[config.mk]
export PLATFORM = sky130hd
export DESIGN_NAME = refcounted_slot_pool
export DESIGN_NICKNAME = d
export VERILOG_FILES = /design/src/rtl/rcsp_pkg.sv /design/src/rtl/rcsp_ctrl.sv /design/src/rtl/rcsp_dp.sv /design/src/rtl/refcounted_slot_pool.sv
export SDC_FILE = /design/constraint.sdc
export NUM_CORES = 1
export LEC_CHECK = 0
export ABC_AREA = 0
export BUFFER_PORTS_ARGS = -buffer_cell sky130_fd_sc_hd__buf_2
export CORE_MARGIN = 2
export CORE_UTILIZATION = 65
export DETAILED_ROUTE_END_ITERATION = 10
export PLACE_DENSITY = 0.87
export SYNTH_ARGS = -nofsm -noshare
export SYNTH_HDL_FRONTEND = slang
export SYNTH_SLANG_ARGS = --single-unit
[constraint.sdc]
create_clock -name clk -period 10.1 [get_ports clk]
set_input_delay 1.515 -clock clk [delete_from_list [all_inputs] [get_ports clk]]
set_output_delay 1.515 -clock clk [all_outputs]
set_load 0.01 [all_outputs]
[src/rtl/rcsp_pkg.sv]
package rcsp_pkg;

  localparam int SLOTS      = 64;
  localparam int COUNT_BITS = 16;
  localparam int SLOT_W     = (SLOTS > 1) ? $clog2(SLOTS) : 1;

  // fixed field widths of the request and result words
  localparam int REQ_W    = 2;
  localparam int SID_W    = 6;
  localparam int STATUS_W = 3;
  localparam int CNT_OUT_W = 16;

  localparam logic [COUNT_BITS-1:0] CNT_MAX = {COUNT_BITS{1'b1}};

  typedef enum logic [REQ_W-1:0] {
    REQ_ALLOC   = 2'd0,
    REQ_ACQUIRE = 2'd1,
    REQ_RELEASE = 2'd2
  } req_t;

  typedef enum logic [STATUS_W-1:0] {
    ST_OK          = 3'd0,
    ST_NO_FREE     = 3'd1,
    ST_CREATE_FAIL = 3'd2,
    ST_BAD_HANDLE  = 3'd3,
    ST_NOT_IN_USE  = 3'd4
  } status_t;

  // controller -> datapath commands
  typedef struct packed {
    logic load;  // latch request word, read slot entry
    logic exec;  // update slot, drive result
  } dp_cmd_t;

  // one slot entry in the table memory
  typedef struct packed {
    logic                  af;
    logic [COUNT_BITS-1:0] cnt;
  } slot_ent_t;

endpackage

[src/rtl/rcsp_ctrl.sv]
module rcsp_ctrl (
  input  logic              clk,
  input  logic              rst_n,
  input  logic              start,
  output logic              busy,
  output rcsp_pkg::dp_cmd_t cmd
);
  import rcsp_pkg::*;

  typedef enum logic {
    S_IDLE,
    S_EXEC
  } state_t;

  state_t state_r;
  logic   busy_r;

  always_ff @(posedge clk) begin
    if (!rst_n) begin
      state_r <= S_IDLE;
      busy_r  <= 1'b0;
    end else begin
      unique case (state_r)
        S_IDLE: begin
          if (start) begin
            state_r <= S_EXEC;
            busy_r  <= 1'b1;
          end
        end
        S_EXEC: begin
          state_r <= S_IDLE;
          busy_r  <= 1'b0;
        end
        default: begin
          state_r <= S_IDLE;
          busy_r  <= 1'b0;
        end
      endcase
    end
  end

  assign busy     = busy_r;
  assign cmd.load = (state_r == S_IDLE) && start;
  assign cmd.exec = (state_r == S_EXEC);

endmodule

[src/rtl/rcsp_dp.sv]
module rcsp_dp (
  input  logic                           clk,
  input  logic                           rst_n,
  input  rcsp_pkg::dp_cmd_t              cmd,
  input  logic [rcsp_pkg::REQ_W-1:0]     req_type,
  input  logic [rcsp_pkg::SID_W-1:0]     slot_id,
  input  logic                           handle_valid,
  input  logic                           auto_free,
  input  logic                           create_ok,
  output logic                           res_valid,
  output logic [rcsp_pkg::STATUS_W-1:0]  res_status,
  output logic [rcsp_pkg::SID_W-1:0]     res_slot,
  output logic [rcsp_pkg::CNT_OUT_W-1:0] res_count,
  output logic                           res_freed
);
  import rcsp_pkg::*;

  // slot table
  logic [SLOTS-1:0] in_use_r;
  slot_ent_t        mem [SLOTS];
  slot_ent_t        rd_r;

  // latched request word
  logic [REQ_W-1:0] req_r;
  logic [SID_W-1:0] sid_r;
  logic             hvalid_r;
  logic             afree_r;
  logic             cok_r;

  // lowest free slot, refreshed every cycle
  logic [SLOT_W-1:0] ff_idx_nxt, ff_idx_r;
  logic              any_free_nxt, any_free_r;

  // update / result logic
  logic              wr_en;
  logic [SLOT_W-1:0] wr_addr;
  slot_ent_t         wr_data;
  logic              set_use, clr_use;
  logic [SLOT_W-1:0] use_idx;
  status_t           st_nxt;
  logic [SID_W-1:0]  slot_nxt;
  logic [COUNT_BITS-1:0] cnt_nxt;
  logic              freed_nxt;
  logic [SLOT_W-1:0] sid_idx;
  logic              sid_ok;
  logic [COUNT_BITS-1:0] cnt_upd;

  logic              valid_r;
  status_t           status_r;
  logic [SID_W-1:0]  slot_r;
  logic [COUNT_BITS-1:0] count_r;
  logic              freed_r;

  always_comb begin
    ff_idx_nxt   = '0;
    any_free_nxt = 1'b0;
    for (int i = SLOTS - 1; i >= 0; i--) begin
      if (!in_use_r[i]) begin
        ff_idx_nxt   = SLOT_W'(i);
        any_free_nxt = 1'b1;
      end
    end
  end

  always_ff @(posedge clk) begin
    ff_idx_r   <= ff_idx_nxt;
    any_free_r <= any_free_nxt;
  end

  // request latch and table read
  always_ff @(posedge clk) begin
    if (cmd.load) begin
      req_r    <= req_type;
      sid_r    <= slot_id;
      hvalid_r <= handle_valid;
      afree_r  <= auto_free;
      cok_r    <= create_ok;
      rd_r     <= mem[slot_id[SLOT_W-1:0]];
    end
  end

  assign sid_idx = sid_r[SLOT_W-1:0];
  assign sid_ok  = hvalid_r && (32'(sid_r) < SLOTS);

  always_comb begin
    wr_en     = 1'b0;
    wr_addr   = sid_idx;
    wr_data   = rd_r;
    set_use   = 1'b0;
    clr_use   = 1'b0;
    use_idx   = sid_idx;
    st_nxt    = ST_OK;
    slot_nxt  = sid_r;
    cnt_nxt   = '0;
    freed_nxt = 1'b0;
    cnt_upd   = rd_r.cnt;

    unique case (req_r)
      REQ_ALLOC: begin
        if (!any_free_r) begin
          st_nxt   = ST_NO_FREE;
          slot_nxt = '0;
        end else if (!cok_r) begin
          st_nxt   = ST_CREATE_FAIL;
          slot_nxt = SID_W'(ff_idx_r);
        end else begin
          slot_nxt    = SID_W'(ff_idx_r);
          cnt_nxt     = COUNT_BITS'(1);
          wr_en       = 1'b1;
          wr_addr     = ff_idx_r;
          wr_data.cnt = COUNT_BITS'(1);
          wr_data.af  = afree_r;
          set_use     = 1'b1;
          use_idx     = ff_idx_r;
        end
      end
      REQ_ACQUIRE, REQ_RELEASE: begin
        if (!sid_ok) begin
          st_nxt = ST_BAD_HANDLE;
        end else if (!in_use_r[sid_idx]) begin
          st_nxt = ST_NOT_IN_USE;
        end else if (req_r == REQ_ACQUIRE) begin
          if (rd_r.cnt != CNT_MAX) cnt_upd = rd_r.cnt + COUNT_BITS'(1);
          cnt_nxt     = cnt_upd;
          wr_en       = 1'b1;
          wr_data.cnt = cnt_upd;
        end else begin
          if (rd_r.cnt != '0) cnt_upd = rd_r.cnt - COUNT_BITS'(1);
          if (cnt_upd == '0 && rd_r.af) begin
            clr_use   = 1'b1;
            freed_nxt = 1'b1;
          end else begin
            cnt_nxt     = cnt_upd;
            wr_en       = 1'b1;
            wr_data.cnt = cnt_upd;
          end
        end
      end
      default: begin
        st_nxt   = ST_BAD_HANDLE;
        slot_nxt = '0;
      end
    endcase
  end

  // table write (entries of free slots are dead, so no clear is needed)
  always_ff @(posedge clk) begin
    if (cmd.exec && wr_en) mem[wr_addr] <= wr_data;
  end

  always_ff @(posedge clk) begin
    if (!rst_n) begin
      in_use_r <= '0;
      valid_r  <= 1'b0;
    end else begin
      valid_r <= cmd.exec;
      if (cmd.exec && set_use) in_use_r[use_idx] <= 1'b1;
      if (cmd.exec && clr_use) in_use_r[use_idx] <= 1'b0;
    end
  end

  always_ff @(posedge clk) begin
    if (cmd.exec) begin
      status_r <= st_nxt;
      slot_r   <= slot_nxt;
      count_r  <= cnt_nxt;
      freed_r  <= freed_nxt;
    end
  end

  assign res_valid  = valid_r;
  assign res_status = status_r;
  assign res_slot   = slot_r;
  assign res_count  = CNT_OUT_W'(count_r);
  assign res_freed  = freed_r;

endmodule

[src/rtl/refcounted_slot_pool.sv]
// Channel   Handshake             Fields
// -------   -------------------   ---------------------------------------------
// request   start && !busy        in_req_type, in_slot_id, in_handle_valid,
//                                 in_auto_free, in_create_ok
// result    out_valid (1 cycle)   out_status, out_granted_slot, out_count_after,
//                                 out_slot_freed
//
// On acceptance the slot entry is read from the table memory into a register;
// the execute state then does the read-modify-write and registers the result.
// out_valid pulses in the cycle after that; a new word is taken the same cycle.
// Synchronous active-low reset clears all in-use marks; counts need no clear
// since an entry is only used while its slot is in use.
// The receiver cannot stall: each result shows for exactly one cycle.
module refcounted_slot_pool (
  input  logic                           clk,
  input  logic                           rst_n,
  // request word
  input  logic                           start,
  output logic                           busy,
  input  logic [rcsp_pkg::REQ_W-1:0]     in_req_type,
  input  logic [rcsp_pkg::SID_W-1:0]     in_slot_id,
  input  logic                           in_handle_valid,
  input  logic                           in_auto_free,
  input  logic                           in_create_ok,
  // result word
  output logic                           out_valid,
  output logic [rcsp_pkg::STATUS_W-1:0]  out_status,
  output logic [rcsp_pkg::SID_W-1:0]     out_granted_slot,
  output logic [rcsp_pkg::CNT_OUT_W-1:0] out_count_after,
  output logic                           out_slot_freed
);
  import rcsp_pkg::*;

  dp_cmd_t cmd;

  // two-state sequencer: idle, then execute, then back to idle
  rcsp_ctrl u_ctrl (
    .clk   (clk),
    .rst_n (rst_n),
    .start (start),
    .busy  (busy),
    .cmd   (cmd)
  );

  // slot table, free-slot search and result registers
  rcsp_dp u_dp (
    .clk          (clk),
    .rst_n        (rst_n),
    .cmd          (cmd),
    .req_type     (in_req_type),
    .slot_id      (in_slot_id),
    .handle_valid (in_handle_valid),
    .auto_free    (in_auto_free),
    .create_ok    (in_create_ok),
    .res_valid    (out_valid),
    .res_status   (out_status),
    .res_slot     (out_granted_slot),
    .res_count    (out_count_after),
    .res_freed    (out_slot_freed)
  );

endmodule

# ---- After elaboration in Yosys (flattened, before gate mapping)
# Memory sizes are Yosys's and may differ from the RTL's. A register that Yosys moved wholly into a read port is not among the register bits.
# Cells that the tools add are included.
dict set report word_totals {
  reg_bits 111
  ramBits 1088
  wordCells 171
  mem_count 1
}
dict set report classes {
  n_addsub 2
  magnitude_cmp 3
  n_eq_ne 4
  mux 121
  bitwise_logic 4
  n_reduce_logical 16
}
# name words width rd rd_ports_with_merged_regs wr line_no
set memory_table {}
lappend memory_table {u_dp.mem 64 17 1 1 1 rcsp_dp.sv:20} ;# slot_ent_t mem [SLOTS];
# op count
set ops {}
lappend ops {{$mux 16} 15}
lappend ops {{$mux 6} 36}
lappend ops {{$mux 64} 3}
lappend ops {{$mux 5} 16}
lappend ops {{$and 64x64->64} 1}
lappend ops {{$not 64->64} 1}
lappend ops {{$or 64x64->64} 1}
lappend ops {{$pmux 16 s2} 2}
lappend ops {{$reduce_and 63->1} 1}
lappend ops {{$mux 17} 2}
lappend ops {{$mux 4} 8}
lappend ops {{$reduce_and 32->1} 1}
lappend ops {{$mux 1} 22}
lappend ops {{$mux 3} 7}
lappend ops {{$add 16x1->16 const B} 1}
lappend ops {{$logic_not 16->1} 1}
lappend ops {{$ne 16x16->1 const B} 1}
lappend ops {{$reduce_and 16->1} 1}
lappend ops {{$reduce_bool 16->1} 1}
lappend ops {{$sub 16x1->16 const B} 1}
lappend ops {{$lt 6x7->1 const B} 2}
lappend ops {{$pmux 6 s2} 1}
lappend ops {{$reduce_and 8->1} 1}
lappend ops {{$bmux 1 s6} 1}
lappend ops {{other kinds (14)} 23}

# ---- Longest topological paths before layout
dict set report logic_depth {
  ltp_word 63
  depth_mapped 13
  depth_no_buf 10
}

# ---- Hierarchy
# From an unflattened synthesis, not the netlist that was laid out.
dict set report unflattened {
  cells_unflattened 2534
  hier_area_um2 48933.2
}
# mod instances cells_each area_per_inst_um2
set modules_own_cells {}
lappend modules_own_cells {rcsp_dp 1 2527 48854.4}
lappend modules_own_cells {rcsp_ctrl 1 7 78.8}

# ---- Least setup slack after synthesis
# Ideal clock, no wire load.
dict set report synth_timing {
  path_type {register -> register}
  from {reg u_dp.rd_r[0] (netlist name)}
  to {mem u_dp.mem[0][3] (netlist bit), data pin}
  setup_time_ps 768
  t_arrival_ps 5185
  setup_slack_ps 4148
  path_stages_with_launch 12
  period_less_slack_ps 5952
  path_cell_list {edfxtp_1 -> clkbuf_8 -> inv_1 -> ha_1 -> nor3b_4 -> nand2_1 -> o211a_1 -> o211ai_2 -> o41ai_1 -> nor2_1 -> a21oi_1 -> a311oi_1}
}
# item line_no
set synth_rtl {}
lappend synth_rtl {{end: declaration} rcsp_dp.sv:20}

# ---- Worst setup path after layout
dict set report layout_timing {
  from {reg u_dp.rd_r[0] (netlist name)}
  to {mem u_dp.mem[34][3] (netlist bit), enable pin}
}
dict set report layout_between {
  elab_chain_len 16
}
# item line_no
set layout_rtl {}
lappend layout_rtl {{$sub 16x1->16 / $reduce_bool 16->1 (equally long branches)} rcsp_dp.sv:128} ;# if (rd_r.cnt != '0) cnt_upd = rd_r.cnt - COUNT_BITS'(1);
lappend layout_rtl {{$mux 16 (*)} rcsp_dp.sv:128}
lappend layout_rtl {{$mux 16 (*)} rcsp_dp.sv:122} ;# end else if (req_r == REQ_ACQUIRE) begin
lappend layout_rtl {{$mux 16 (*)} rcsp_dp.sv:120} ;# end else if (!in_use_r[sid_idx]) begin
lappend layout_rtl {{$mux 16 (*)} rcsp_dp.sv:118} ;# if (!sid_ok) begin
lappend layout_rtl {{$mux 16 (*)} rcsp_dp.sv:98} ;# unique case (req_r)
lappend layout_rtl {{$logic_not 16->1 (*)} rcsp_dp.sv:129} ;# if (cnt_upd == '0 && rd_r.af) begin
lappend layout_rtl {{$logic_and 1x1->1 (*)} rcsp_dp.sv:129}
lappend layout_rtl {{$mux 1 (*)} rcsp_dp.sv:129}
lappend layout_rtl {{$mux 1 (*)} rcsp_dp.sv:122}
lappend layout_rtl {{$mux 1 (*)} rcsp_dp.sv:120}
lappend layout_rtl {{$mux 1 (*)} rcsp_dp.sv:118}
lappend layout_rtl {{$pmux 1 s2 (*)} rcsp_dp.sv:98}
lappend layout_rtl {{$logic_and 1x1->1 (*)} rcsp_dp.sv:148} ;# if (cmd.exec && wr_en) mem[wr_addr] <= wr_data;
lappend layout_rtl {{$mux 1 (*)} rcsp_dp.sv:148}
lappend layout_rtl {{$mux 1 (implied by the code) (*)} rcsp_dp.sv:148}
# Mark *: on every way between the ends. The rest lies on a longest branch, timed or not. The select of a mux whose other input is x is not followed.

==> impl_metrics.ini <==
[critical_path]
r2r_end = u_dp.mem[34][3]
r2r-start = u_dp.rd_r[0]
critPathMaxStageDelay_ns = 0.91
worstSetupStartpointType = register
slowest_stage = buf_4
timing.critical_path.mode_cell = buf_4
crit_required_ns = 10.51
path_class = reg2reg
worstSetupEndpointType = register
r2r_slack_ns = 4.60
crit_chain = inv_1 -> ha_1 -> nor3b_4 -> nand2_1 -> nor4_2 -> o211ai_2 -> nor4_1 -> o31a_1 -> or3_4 -> buf_4 -> nor2_1 -> buf_4
worstPathArrival_ns = 5.91
cp_max_fo = 41
r2r_cells = 12

[final_layout]
area_growth_pct = 10.5
multi_input_area_sq_um = 13100
drive_gt1_frac = 0.266
nFillCells = 4151
seq_area_sq_um = 35800
utilization = 0.722
nets = 2620

[floorplan]
core_area_sq_um = 75600
num_io_pins = 42
dieArea_sq_um = 78100
fp-row-count = 101
die_h_microns = 280
die_width_microns = 280
initial_core_util = 0.653

[clocking]
h-tree-depth = 3
root_buffer = clkbuf_16
cts_setup_buffers = 0
cts_tree = built
clk_latency_ns = 0.72
numCtsBuffers = 113
cts.repair.resized = 0
cts.sinks = 1216
hold_buffers = 0
ctsLongestPathBuffers = 3
clk_pin_slew_ns = 0.07

[yosys]
synth_top_area_frac = 0.695
synth_ff_type = edfxtp_1
syn_area_sq_um = 49300
synth_top_area_cell = edfxtp_1
synthesis.nets = 2567
seq_area_frac_synth = 0.725
synthArstFlopShare = 0
synth_edf_count = 1142
yosys_warnings = 0
synth_cells = 2548
postSynthAreaPerCell_sq_um = 19.4
synth_seq_cells = 1216
yosysUniqueCellTypes = 73
ys_top_cells_by_area = edfxtp_1, mux4_2, dfxtp_1

[global_route]
overflow = 0
grt_max_degree = 122
grt_pass1_wl_mm = 202
first_global_vias = 27450
antenna_found_initial = 5
grtUsageTotal = 0.370

[worst_hold_path]
worstHoldEndpoint = u_ctrl.busy
worstHoldPathCells = 1
min_from = u_ctrl.busy
hp-class = reg2reg

[sta]
hold_slack_ns = 0.504
tightest_slew_ns = 1.51
drv_slew = 64
rsz0062_at_grt = false
hold_violations = 0
fin_skew_ns = 0.0422
fin_crit_ns = 5.50
max-slew-margin-rel = -0.00350
setup_viol = 0
fin_crit_sh = 0.545
tns_ns = 0
max_freq_mhz = 182

[power_and_ir_drop]
ir_drop_v = 0.000223
p_leak_nw = 16.8
power_density_nw_per_um2 = 196
design_power_total_mw = 10.7

[routing]
vias_per_cell = 7.67
drt.antenna.violating_nets = 0
wire_per_inst_microns = 38.5
drtPass1Iterations = 8
dr.first_iter.drc_count = 5325
drt-total-wl_mm = 141
drcViolationCount = 0
vias = 28189

[run]
max_cap_violations = 1

[place]
dp_hpwl_mm = 77.6
portBuffers = 41
gp_congestion = 0.980

[outcome]
violations = capacitance limit, slew limit
status = finished with violations
==> worst max path at each step <==
stage | startpoint | to | slack (ns) | cells past startpoint
floorplan | u_dp.rd_r[0] | u_dp.mem[0][3] | 4.15 | 11
global placement | in_slot_id[1] | u_dp.rd_r[7] | 4.69 | 5
detailed placement | in_slot_id[1] | u_dp.rd_r[2] | 4.62 | 5
CTS | u_dp.rd_r[1] | u_dp.mem[34][16] | 4.72 | 12
global route | u_dp.rd_r[1] | u_dp.mem[34][16] | 4.38 | 12
finish | u_dp.rd_r[0] | u_dp.mem[34][3] | 4.60 | 12
==> cells in the mapped netlist, types with 7 or more instances <==
master    instances
a21o_1            9
a21oi_1          22
a22oi_1          13
a31oi_1          84
and2_1            8
and3_1           11
buf_1            26
buf_2            12
buf_6            17
clkbuf_1         79
clkbuf_8         12
dfxtp_1          74
edfxtp_1       1142
inv_1            30
mux2i_1          30
mux4_2          361
nand2_1         121
nand2b_1          8
nand3_1          23
nand4_1          31
nor2_1          177
nor3_1           16
nor4_1            7
o211ai_1          8
o21ai_0         106
o31ai_1           7
xnor2_1           9
==> critical path: cells and delay by family, from the launching register on <==
kind	cells	cell delay, ns
and+or+nand+nor	6	2.50
buffers and inverters	3	1.42
DFF	1	0.59
AOI/OAI and AO/OA	2	0.39
adders and majority gates	1	0.24
==> cell usage in the layout, fill, tap and decap left out, types with 31 or more instances in the layout <==
cell type	instances
a31oi_1	80
buf_2	37
buf_4	48
clkbuf_16	114
dfxtp_1	74
edfxtp_1	1142
mux4_2	361
nand2_1	121
nand4_1	31
nor2_1	121
nor2_4	48
o21ai_0	103
==> power breakdown <==
| part | internal, mW | switching [mW] | leakage, nW | total, mW |
|---|---|---|---|---|
| Combinational | 0.219 | 0.476 | 4.04 | 0.696 |
| Sequential | 5.65 | 0.0379 | 11.0 | 5.69 |
| Clock | 2.39 | 1.93 | 1.81 | 4.33 |
==> metrics by stage <==
step,instances,setup slack [ns],area [sq um]
finish,3674,4.60,54500
global route,3673,4.38,54500
CTS,3672,4.72,54500
detailed placement,3463,4.62,50800
global placement,3463,4.69,50800
floorplan,2548,4.15,49300
==> logic make-up after synthesis <==
group,synth area share
simple gates,0.0441
buf+inv,0.0198
xor+xnor,0.00195
flops,0.725
mux,0.172
fa+ha+maj,0.00127
compound gates,0.0358
==> cell type report <==
type | count | area share
antenna | 1 | 0.0000459
clock buffer | 143 | 0.0550
clock inverter | 66 | 0.0127
inverter | 30 | 0.00206
multi-input combinational | 1151 | 0.240
sequential | 1216 | 0.656
tap | 978 | 0.0224
timing repair buffer | 89 | 0.0113
==> sequential cells by signal (all words and copies together), names as in the netlist, 2 cells and up <==
register,flops
u_dp.mem,1088
u_dp.in_use_r,64
u_dp.rd_r,17
u_dp.res_count,16
u_dp.ff_idx_r,6
u_dp.res_slot,6
u_dp.sid_idx,6
u_dp.res_status,3
u_dp.req_r,2
==> metal layers <==
metal / track usage / vias to the layer above / part of all wire
met2: 0.591 / 2721 / 0.48
met3: 0.0727 / 533 / 0.12
met4: 0.186 / 6 / 0.059
met5: 0 / - / 0.00043
li1: - / 10638 / -
met1: 0.496 / 14291 / 0.33
Note: power is estimated with default switching activity, not from simulation.
